**config.mk**
```make
export PLATFORM = sky130hd
export DESIGN_NAME = pwm_ns_to_timer_ticks
export DESIGN_NICKNAME = d
export VERILOG_FILES = /design/src/rtl/pwmtick_pkg.sv /design/src/rtl/pwm_ns_to_timer_ticks.sv
export SDC_FILE = /design/constraint.sdc
export NUM_CORES = 1
export LEC_CHECK = 0
export ABC_AREA = 1
export BUFFER_PORTS_ARGS = -buffer_cell sky130_fd_sc_hd__buf_2
export CORE_MARGIN = 3
export CORE_UTILIZATION = 66
export DETAILED_ROUTE_END_ITERATION = 10
export PLACE_DENSITY = 0.94
export SLEW_MARGIN = 40
export SYNTH_ARGS = -nofsm -noshare
export SYNTH_HDL_FRONTEND = slang
export SYNTH_SLANG_ARGS = --single-unit
```
**constraint.sdc**
```tcl
create_clock -name clk -period 17.33 [get_ports clk]
set_input_delay 2.5995 -clock clk [delete_from_list [all_inputs] [get_ports clk]]
set_output_delay 2.5995 -clock clk [all_outputs]
set_load 0.03 [all_outputs]
```
**src/rtl/pwmtick_pkg.sv**
```systemverilog
// shared constants and types for the pwm ns to timer tick converter
// no dependencies; used by rtl/pwm_ns_to_timer_ticks.sv
package pwmtick_pkg;

  localparam int COUNTER_BITS_DEF   = 16;
  localparam int PRESCALE_LIMIT_DEF = 6;

  localparam int NS_W       = 32;
  localparam int RATE_W     = 28;
  localparam int TICK_W     = 30;
  localparam int STATUS_W   = 2;
  localparam int PRESCALE_W = 3;

  localparam logic [RATE_W-1:0] RATE_RESET = 28'd12000000;
  localparam logic [TICK_W-1:0] NS_PER_SEC = 30'd1000000000;

  typedef enum logic [STATUS_W-1:0] {
    STATUS_OK         = 2'd0,
    STATUS_DUTY_BAD   = 2'd1,
    STATUS_TOO_LONG   = 2'd2,
    STATUS_ZERO_TICKS = 2'd3
  } status_t;

endpackage

```
**src/rtl/pwm_ns_to_timer_ticks.sv**
```systemverilog
// pwm duty/period in nanoseconds to prescaler select and timer counts
// depends on rtl/pwmtick_pkg.sv
//
// usage:
//   cfg channel (cfg_valid/cfg_ready/cfg_data) writes the timer clock rate in hz;
//   cfg_ready is always high, reset value is 12 MHz. write only while idle.
//   in channel carries one item: duty_time_ns and period_time_ns, signed.
//   out channel returns one item per input: status, prescale select,
//   period ticks and duty ticks; on any error status the other fields are zero.
// timing:
//   one item at a time through one shift-add multiplier and one restoring
//   divider, both one bit per cycle. ticks = rate * period / 1e9 uses
//   31 multiply steps and 31+PW divide steps (PW = max(30, COUNTER_BITS)),
//   then prescale steps that shift period ticks right by two, and a check;
//   the same multiplier and divider then give duty = duty_ns * ticks / period_ns,
//   and the result enters the output register once it is free. a bad duty skips the arithmetic.
//   in_tready rises as the result enters the output register, so the next
//   item may start while a result waits on a stalled receiver; a second
//   result waits until the first is taken.
// reset: synchronous, clears control state and reloads the clock rate.
module pwm_ns_to_timer_ticks #(
  parameter int COUNTER_BITS   = pwmtick_pkg::COUNTER_BITS_DEF,
  parameter int PRESCALE_LIMIT = pwmtick_pkg::PRESCALE_LIMIT_DEF,
  localparam int OUT_W = ((pwmtick_pkg::STATUS_W + pwmtick_pkg::PRESCALE_W
                          + 2 * COUNTER_BITS + 7) / 8) * 8
) (
  input  logic                           clk,
  input  logic                           rst_n,
  input  logic                           cfg_valid,
  output logic                           cfg_ready,
  input  logic [pwmtick_pkg::RATE_W-1:0] cfg_data,
  input  logic                           in_tvalid,
  output logic                           in_tready,
  // duty_time_ns, period_time_ns
  input  logic [2*pwmtick_pkg::NS_W-1:0] in_tdata,
  output logic                           out_tvalid,
  input  logic                           out_tready,
  // status, prescale_select, period_ticks, duty_ticks, zero pad
  output logic [OUT_W-1:0]               out_tdata
);

  localparam int NS_W    = pwmtick_pkg::NS_W;
  localparam int MAG_W   = NS_W - 1;
  localparam int PW      = (COUNTER_BITS > pwmtick_pkg::TICK_W) ? COUNTER_BITS
                                                                : pwmtick_pkg::TICK_W;
  localparam int MW      = PW + MAG_W;
  localparam int CNT_W   = $clog2(MW + 1);
  localparam int PRE_W   = $clog2(PRESCALE_LIMIT + 1);
  localparam int STAT_W  = pwmtick_pkg::STATUS_W;
  localparam int PSEL_W  = pwmtick_pkg::PRESCALE_W;
  localparam int FIELD_W = STAT_W + PSEL_W + 2 * COUNTER_BITS;
  localparam int PER_LO  = STAT_W + PSEL_W;
  localparam int DUT_LO  = PER_LO + COUNTER_BITS;

  localparam logic [PW-1:0]    CMAX     = PW'((65'd1 << COUNTER_BITS) - 65'd1);
  localparam logic [PRE_W-1:0] PRE_LAST = PRE_W'(PRESCALE_LIMIT);

  typedef enum logic [2:0] {
    S_IDLE, S_MUL1, S_DIV1, S_SCALE, S_MUL2, S_DIV2, S_FINISH
  } state_t;

  state_t                       state_r;
  logic [pwmtick_pkg::RATE_W-1:0] rate_r;
  logic [MW-1:0]                prod_r;
  logic [MAG_W-1:0]             rem_r;
  logic [PW-1:0]                mpl_r;
  logic [MAG_W-1:0]             pns_r;
  logic [MAG_W-1:0]             dns_r;
  logic [PW-1:0]                per_r;
  logic [PW-1:0]                dut_r;
  logic [PRE_W-1:0]             pre_r;
  logic [CNT_W-1:0]             cnt_r;
  pwmtick_pkg::status_t         status_r;
  logic                         out_valid_r;
  logic [OUT_W-1:0]             out_data_r;

  logic                         in_acc;
  logic                         duty_bad;
  logic [PW:0]                  mul_sum;
  logic [MW-1:0]                prod_mul_nxt;
  logic [MAG_W-1:0]             div_den;
  logic [MAG_W:0]               div_try;
  logic                         div_ge;
  logic [MAG_W:0]               div_diff;
  logic [MW-1:0]                prod_div_nxt;
  logic [MAG_W-1:0]             rem_nxt;
  logic [PW-1:0]                quo;
  logic                         out_free;
  logic [FIELD_W-1:0]           pack;

  assign cfg_ready  = 1'b1;
  assign in_tready  = (state_r == S_IDLE);
  assign in_acc     = in_tvalid && in_tready;
  assign out_tvalid = out_valid_r;
  assign out_tdata  = out_data_r;
  assign out_free   = !out_valid_r || out_tready;

  assign duty_bad = in_tdata[NS_W-1] ||
                    ($signed(in_tdata[NS_W-1:0]) > $signed(in_tdata[2*NS_W-1:NS_W]));

  // shift-add multiply, multiplier in the low bits of prod_r
  assign mul_sum      = {1'b0, prod_r[MW-1:MAG_W]} + (prod_r[0] ? {1'b0, mpl_r} : '0);
  assign prod_mul_nxt = {mul_sum, prod_r[MAG_W-1:1]};

  // restoring divide, quotient bits shift in at the bottom
  assign div_den      = (state_r == S_DIV1) ? MAG_W'(pwmtick_pkg::NS_PER_SEC) : pns_r;
  assign div_try      = {rem_r, prod_r[MW-1]};
  assign div_ge       = div_try >= {1'b0, div_den};
  assign div_diff     = div_try - {1'b0, div_den};
  assign rem_nxt      = div_ge ? div_diff[MAG_W-1:0] : div_try[MAG_W-1:0];
  assign prod_div_nxt = {prod_r[MW-2:0], div_ge};
  assign quo          = prod_div_nxt[PW-1:0];

  always_comb begin
    if (status_r == pwmtick_pkg::STATUS_OK) begin
      pack = {dut_r[COUNTER_BITS-1:0], per_r[COUNTER_BITS-1:0], PSEL_W'(pre_r), status_r};
    end else begin
      pack = FIELD_W'(status_r);
    end
  end

  always_ff @(posedge clk) begin
    if (!rst_n) begin
      rate_r <= pwmtick_pkg::RATE_RESET;
    end else if (cfg_valid && cfg_ready) begin
      rate_r <= cfg_data;
    end
  end

  always_ff @(posedge clk) begin
    if (!rst_n) begin
      state_r     <= S_IDLE;
      out_valid_r <= 1'b0;
    end else begin
      if (out_valid_r && out_tready && state_r != S_FINISH) begin
        out_valid_r <= 1'b0;
      end
      case (state_r)
        S_IDLE: begin
          if (in_acc) begin
            dns_r <= in_tdata[MAG_W-1:0];
            pns_r <= in_tdata[NS_W+MAG_W-1:NS_W];
            if (duty_bad) begin
              status_r <= pwmtick_pkg::STATUS_DUTY_BAD;
              state_r  <= S_FINISH;
            end else begin
              prod_r  <= {{PW{1'b0}}, in_tdata[NS_W+MAG_W-1:NS_W]};
              mpl_r   <= PW'(rate_r);
              cnt_r   <= '0;
              state_r <= S_MUL1;
            end
          end
        end
        S_MUL1, S_MUL2: begin
          prod_r <= prod_mul_nxt;
          cnt_r  <= cnt_r + 1'b1;
          if (cnt_r == CNT_W'(MAG_W - 1)) begin
            cnt_r   <= '0;
            rem_r   <= '0;
            state_r <= (state_r == S_MUL1) ? S_DIV1 : S_DIV2;
          end
        end
        S_DIV1: begin
          prod_r <= prod_div_nxt;
          rem_r  <= rem_nxt;
          cnt_r  <= cnt_r + 1'b1;
          if (cnt_r == CNT_W'(MW - 1)) begin
            per_r   <= quo;
            pre_r   <= '0;
            state_r <= S_SCALE;
          end
        end
        S_SCALE: begin
          if (per_r > CMAX && pre_r != PRE_LAST) begin
            per_r <= per_r >> 2;
            pre_r <= pre_r + 1'b1;
          end else if (pre_r == PRE_LAST) begin
            status_r <= pwmtick_pkg::STATUS_TOO_LONG;
            state_r  <= S_FINISH;
          end else if (per_r == '0) begin
            status_r <= pwmtick_pkg::STATUS_ZERO_TICKS;
            state_r  <= S_FINISH;
          end else begin
            prod_r  <= {{PW{1'b0}}, dns_r};
            mpl_r   <= per_r;
            cnt_r   <= '0;
            state_r <= S_MUL2;
          end
        end
        S_DIV2: begin
          prod_r <= prod_div_nxt;
          rem_r  <= rem_nxt;
          cnt_r  <= cnt_r + 1'b1;
          if (cnt_r == CNT_W'(MW - 1)) begin
            dut_r    <= (quo >= per_r) ? per_r - 1'b1 : quo;
            status_r <= pwmtick_pkg::STATUS_OK;
            state_r  <= S_FINISH;
          end
        end
        S_FINISH: begin
          if (out_free) begin
            out_valid_r <= 1'b1;
            out_data_r  <= OUT_W'(pack);
            state_r     <= S_IDLE;
          end
        end
        default: begin
          state_r <= S_IDLE;
        end
      endcase
    end
  end

  a_busy_after_accept: assert property (@(posedge clk) disable iff (!rst_n)
    in_acc |=> !in_tready)
    else $error("input accepted twice without finishing");

  a_error_fields_zero: assert property (@(posedge clk) disable iff (!rst_n)
    out_tvalid && out_tdata[STAT_W-1:0] != pwmtick_pkg::STATUS_OK
      |-> out_tdata[OUT_W-1:STAT_W] == '0)
    else $error("error result carries nonzero fields");

  a_duty_below_period: assert property (@(posedge clk) disable iff (!rst_n)
    out_tvalid && out_tdata[STAT_W-1:0] == pwmtick_pkg::STATUS_OK
      |-> out_tdata[DUT_LO+COUNTER_BITS-1:DUT_LO] < out_tdata[DUT_LO-1:PER_LO])
    else $error("duty ticks not below period ticks");

  a_prescale_in_range: assert property (@(posedge clk) disable iff (!rst_n)
    out_tvalid && out_tdata[STAT_W-1:0] == pwmtick_pkg::STATUS_OK
      |-> int'(out_tdata[PER_LO-1:STAT_W]) < PRESCALE_LIMIT)
    else $error("prescale select at or above limit on ok result");

endmodule
```
==> run_results.csv, run 1 <==
group,metric,value,unit
run_status,status,"completed",
power,total_leakage_power,9.186,nW
final_layout,fin_util,76.20,%
global_routing,grtUsageTotal,35.20,%
placement,port_buffers,135,
global_routing,overflow,0,
power,ir_drop,114.7,µV
setup_path,crit_required,17560,ps
floorplan,start_util,68.08,%
placement,gp_congestion,1.017,
floorplan,rows,59,
drt,drt-total-wl,51.91,mm
drt,routed-via-count,15780,
final_layout,final_cell_mix,"nand2_1 (483), edfxtp_1 (278), inv_1 (272)",
setup_path,r2r_cells,23,
global_routing,grt_pass1_vias,15330,
drt,drt_iter0_drc,2355,
worst_hold_path,holdPathEnd,"out_tdata[1]$_DFFE_PP_",
setup_path,reg2reg_slack,11480,ps
final_layout,fin_nets,2396,
placement,placedInstanceArea,0.01897,mm²
synth,async_flop_share,0,%
floorplan,die_x,171.1,µm
final_layout,stdcell_area,0.02014,mm²
setup_path,reg2reg_from,"state_r[1]$_SDFFE_PN0P_",
final_layout,syn_to_final_growth,11.93,%
setup_path,critPathSlowestCell,"inv_1",
placement,dp_hpwl,37.35,mm
cts,clock_latency,530,ps
synth,seq_area_frac_synth,49.96,%
power,p_sw,1.150,mW
synth,synth-edff-count,278,
power,p_seq_share,35.7,%
worst_hold_path,min_from,"status_r[1]$_DFFE_PP_",
synth,syn_area_per_cell,8.802,µm²
setup_path,arrival,6080,ps
cts,numCtsBuffers,34,
floorplan,io-pin-count,140,
global_routing,grt_pass1_wl,80.07,mm
final_layout,instances_no_fill,2529,
floorplan,core,0.02643,mm²
cts,cts.sinks,310,
sta,post-route-period-util,33.74,%
cts,postCtsSetupBuffers,0,
setup_path,path_max_fanout,61,
floorplan,dieHeight,171.1,µm
drt,dr.pass1.iters,8,
final_layout,final_common_cell,"nand2_1",
setup_path,worstSetupPathType,"reg2reg",
drt,wire_per_inst,20.52,µm
synth,synth-main-ff-cell,"edfxtp_1",
sta,fin_tns_setup,0,ps
placement,dp_cells,2467,
cts,cts_tree,"yes",
sta,relSlewSlack,44.99,%
power,clkPwrFrac,25.5,%
sta,finalHoldViolCount,0,
power,swShare,38.89,%
setup_path,worstSetupEndpointType,"flop",
synth,synthCells,2044,
drt,viasPerCell,6.240,
setup_path,r2r-end,"dut_r[10]$_DFFE_PP_",
drt,drc,0,
sta,setup_viol,0,
sta,fmax,171.0,MHz
cts,clockRootBuffer,"clkbuf_16",
synth,synth_cell_types,49,
setup_path,start_kind,"flop",
floorplan,die_area,0.02928,mm²
job,max_cap_violations,0,
synth,ys_ff_latch,310,
final_layout,n_fill_cell,1707,
final_layout,final_layout_size_suffix_gt1_share,11.49,%
setup_path,cp_num_buf_inv,6,
cts,clkTransAtPathRegs,60,ps
sta,timing.final.crit_period,5847,ps
power,power_density,146.8,mW/mm²
power,internal_power,1.806,mW
setup_path,path_delay_family,"simple AND/OR/NAND/NOR gates",
final_layout,insertedDiodeCount,0,
global_routing,grt_max_degree,93,
global_routing,antenna_found_initial,1,
power,power,2.956,mW
worst_hold_path,hp-class,"reg2reg",
cts,cts_resized,0,
sta,maxSlewViolCount,0,
setup_path,crit_chain,"inv_1 > nor3_4 > inv_1 > nand2_1 > inv_1 > ha_1 > fa_1 > inv_1 > nand3_1 > nand2_1 > a21oi_2 > o21ai_2 > nand2_1 > nand3_2 > buf_4 > inv_1 > ha_1 > nand4_1 > nor3_1 > nand4_1 > nand3_2 > nand2_1 > o21ai_0",
power,comb_power_share,38.8,%
cts,ctsHoldBuffers,0,
sta,worstMarginPinSlew,823.2,ps
cts,h-tree-depth,2,
drt,drtAntennaViolNets,0,
setup_path,slowest_delay,510,ps
worst_hold_path,min_path_cells,0,
sta,finClkSkew,22.67,ps
cts,cts.path.max_buffers,3,
synth,syn_area,0.01799,mm²
setup_path,crit_path_frequent_cell,"inv_1",
sta,rsz0062_at_grt,"false",
synth,yosys_warnings,0,
-- metal layers --
layer | vias up | global-route usage [%] | part of all wire, %
met5 | - | 0 | 0.025
met3 | 275 | 5.753 | 9.4
met2 | 1085 | 59.22 | 48
li1 | 7162 | - | -
met4 | 2 | 19.56 | 6.7
met1 | 7258 | 43.57 | 36
-- cell families (layout without fill, tap and decap cells) --
logic type,Yosys count,in the layout,share of synthesized area (%)
other,2,4,0.04174
xor gates and xnor gates,43,43,2.093
AOI/OAI and AO/OA,416,416,13.15
DFF,310,310,49.96
and+or+nand+nor,803,803,18.26
buffers and inverters,339,487,7.295
adders and majority gates,131,131,9.194
-- per-stage QoR --
step / hold slack [ps] / setup WS (ps)
floorplan: 417.4 / 8332
global placement: 444.5 / 11430
detailed placement: 435.8 / 11320
CTS: 447.4 / 11220
global route: 467.8 / 11020
finish: 448.6 / 11480
-- cell type report --
type | instances | area [µm²] | share of cell area (%)
timing repair buffer | 149 | 788.3 | 3.915
clock inverter | 17 | 226.5 | 1.125
sequential | 310 | 8989 | 44.64
inverter | 276 | 1036 | 5.145
clock buffer | 45 | 922.1 | 4.579
multi-input combinational | 1397 | 7756 | 38.52
tap | 335 | 419.2 | 2.082
-- power groups by stage --
stage	combinational, mW	clock (mW)	sequential [mW]
6_report	1.15	0.753	1.06
5_1_grt	1.27	0.783	1.06
4_1_cts	1.12	0.751	1.05
3_5_place_dp	1.10	0	1.07
3_3_place_gp	1.05	0	1.06
2_1_floorplan	0.804	0	1.06
-- flip-flops by register name (all words and copies together) (netlist names), 6 cells and up --
name	flops
out_tdata	37
rem_r	31
dns_r	31
mpl_r	30
pns_r	31
prod_r	61
cnt_r	6
rate_r	28
per_r	30
dut_r	16
-- synth_stat cells, types with 4 or more instances --
library cell / number / area (µm²)
nand4_1: 22 / 137.6
buf_4: 6 / 45.04
a31oi_1: 11 / 68.82
nand3_1: 56 / 280.3
ha_1: 129 / 1614
a21oi_1: 160 / 800.8
a21boi_0: 4 / 30.03
nor3_1: 14 / 70.07
o21bai_1: 10 / 75.07
nor3_2: 4 / 40.04
clkbuf_1: 27 / 101.4
nor4_1: 8 / 50.05
nor2_1: 185 / 694.4
inv_1: 273 / 1025
xnor2_1: 10 / 87.58
buf_1: 16 / 60.06
nand2_1: 483 / 1813
or2_2: 24 / 150.1
o22ai_1: 29 / 181.4
buf_2: 14 / 70.07
o211ai_1: 6 / 45.04
xor2_1: 33 / 289.0
a21o_1: 10 / 75.07
edfxtp_1: 278 / 8348
a32o_1: 8 / 80.08
o21ai_0: 139 / 695.7
o21ai_1: 10 / 50.05
dfxtp_1: 32 / 640.6
-- worst max-delay path by stage --
stage,end,start,cells after the start
after CTS,dut_r[11]$_DFFE_PP_,state_r[1]$_SDFFE_PN0P_,25
after global placement,dut_r[6]$_DFFE_PP_,state_r[1]$_SDFFE_PN0P_,25
after floorplan,cnt_r[0]$_DFFE_PP_,in_tdata[63],14
after detailed placement,dut_r[10]$_DFFE_PP_,state_r[1]$_SDFFE_PN0P_,25
after global routing,dut_r[10]$_DFFE_PP_,state_r[1]$_SDFFE_PN0P_,25
final,dut_r[10]$_DFFE_PP_,state_r[1]$_SDFFE_PN0P_,23
-- worst register-to-register path, cell delays in order, from the launching register on --
cell and delay, ps:
dfxtp_1 440, inv_1 160, nor3_4 470, inv_1 510, nand2_1 160, inv_1 50
ha_1 230, fa_1 430, inv_1 70, nand3_1 60, nand2_1 150, a21oi_2 120
o21ai_2 250, nand2_1 100, nand3_2 90, buf_4 470, inv_1 320, ha_1 360
nand4_1 100, nor3_1 60, nand4_1 110, nand3_2 470, nand2_1 250, o21ai_0 140
No activity file was read; power rests on OpenSTA's default activity.
==> run 2: changes to the inputs <==
Settings changed: CORE_UTILIZATION 66 to 55, PLACE_DENSITY 0.94 to 0.84.
Clock period 17.33 ns to 5 ns, I/O delays scaled along.
==> run 2 against run 1 <==
  * Critical path depth is 2 higher
  * Wire length is 4.1% lower
  * Clock skew is 5.6 ps higher
  * Sequential share of layout area is 0.45 points lower
==> run_results.csv, run 2 (synthesis results as in run 1) <==
group,metric,value,unit
sta,relSlewSlack,49.29,%
sta,post-route-period-util,89.50,%
worst_hold_path,hp-class,"in2reg",
final_layout,top_register,"prod_r",
cts,cts_tree,"yes",
floorplan,core,0.03188,mm²
sta,worstMarginPinSlew,759.6,ps
placement,port_buffers,135,
final_layout,insertedDiodeCount,0,
placement,placedInstanceArea,0.01913,mm²
cts,cts_resized,0,
setup_path,worstSetupPathType,"reg2reg",
power,power_density,505.3,mW/mm²
drt,drc,0,
power,ir_drop,315.8,µV
setup_path,crit_path_frequent_cell,"inv_1",
setup_path,arrival,4730,ps
global_routing,overflow,0,
final_layout,largest_reg_flops,61,
final_layout,final_layout_size_suffix_gt1_share,12.05,%
cts,numCtsBuffers,35,
final_layout,fin_nets,2401,
drt,drtAntennaViolNets,0,
global_routing,grt_max_degree,70,
global_routing,grt_pass1_vias,14890,
setup_path,critPathSlowestCell,"dfxtp_1",
sta,finalHoldViolCount,0,
drt,routed-via-count,15400,
placement,gp_congestion,0.9873,
cts,cts.path.max_buffers,3,
global_routing,grt_pass1_wl,77.87,mm
floorplan,die_x,186.9,µm
cts,postCtsSetupBuffers,0,
cts,ctsHoldBuffers,0,
drt,wire_per_inst,18.90,µm
run_status,status,"completed",
sta,timing.final.crit_period,4475,ps
cts,cts.sinks,310,
cts,clock_latency,520,ps
setup_path,start_kind,"flop",
drt,drt-total-wl,49.79,mm
job,max_cap_violations,0,
final_layout,stdcell_area,0.02034,mm²
cts,clkTransAtPathRegs,70,ps
final_layout,final_cell_mix,"nand2_1 (483), edfxtp_1 (278), inv_1 (271)",
global_routing,grtUsageTotal,27.80,%
final_layout,syn_to_final_growth,13.07,%
sta,fin_tns_setup,0,ps
sta,rsz0062_at_grt,"false",
floorplan,dieHeight,186.9,µm
placement,dp_hpwl,36.73,mm
drt,viasPerCell,5.846,
final_layout,fin_util,63.81,%
cts,h-tree-depth,2,
floorplan,io-pin-count,140,
final_layout,final_common_cell,"nand2_1",
setup_path,slowest_delay,420,ps
setup_path,crit_required,5250,ps
drt,dr.pass1.iters,7,
floorplan,rows,65,
power,total_leakage_power,9.235,nW
sta,setup_viol,0,
floorplan,start_util,56.43,%
sta,maxSlewViolCount,0,
sta,fmax,223.5,MHz
floorplan,die_area,0.03492,mm²
cts,clockRootBuffer,"clkbuf_16",
final_layout,n_fill_cell,2555,
drt,drt_iter0_drc,1907,
setup_path,path_max_fanout,32,
sta,finClkSkew,28.29,ps
setup_path,worstSetupEndpointType,"flop",
global_routing,antenna_found_initial,3,
## run 2: cell type report
type                    count  area [µm²]  area share (%)
multi-input cells        1397        7751           38.10
repair buffers            153       810.8           3.986
flip-flops and latches    310        8989           44.19
clock buffers              40       945.9           4.650
inverters                 276        1036           5.093
clock inverters            23       265.3           1.304
well taps                 435       544.3           2.676
## run 2: metal layers
layer,share of wire (%),GRT usage [%],vias up
met1,38,35.00,7149
met2,47,46.10,867
met4,6.3,14.86,4
li1,-,-,7177
met3,8.5,4.798,201
met5,0.056,0,-
## run 2: final timing paths
path / from / end / slack (ps) / cells past startpoint
worst min register to register: rate_r[16]$_SDFFE_PN1P_ / rate_r[16]$_SDFFE_PN1P_ / 460 / 2
worst max register to register: state_r[1]$_SDFFE_PN0P_ / dut_r[13]$_DFFE_PP_ / 530 / 25
worst max-delay path: state_r[1]$_SDFFE_PN0P_ / dut_r[13]$_DFFE_PP_ / 530 / 25
worst min-delay path: in_tdata[17] / dns_r[17]$_DFFE_PP_ / 420 / 1
## run 2: stage by stage
step	setup slack (ps)	hold WS, ps	std cells	total power [mW]
floorplan	6.729	417.4	2046	6.441
global placement	961.0	444.0	2571	7.352
detailed placement	635.1	447.7	2571	7.485
CTS	619.1	408.7	2634	10.21
global route	250.9	410.1	2634	10.88
finish	525.2	420.1	2634	10.28
## run 2: power breakdown
group          internal (mW)  total (mW)  switching (mW)
sequential              3.45        3.67           0.219
combinational           1.25        3.88            2.63
clock                   1.63        2.73            1.10
## run 2: worst max-delay path, delay by kind of cell (launching register included)
family                   cells  cell delay, ps
flip-flops                   1             420
buffers and inverters        7            1020
adder cells (fa/ha/maj)      3             860
AND/OR/NAND/NOR              9            1010
AO/OA/AOI/OAI                6             880
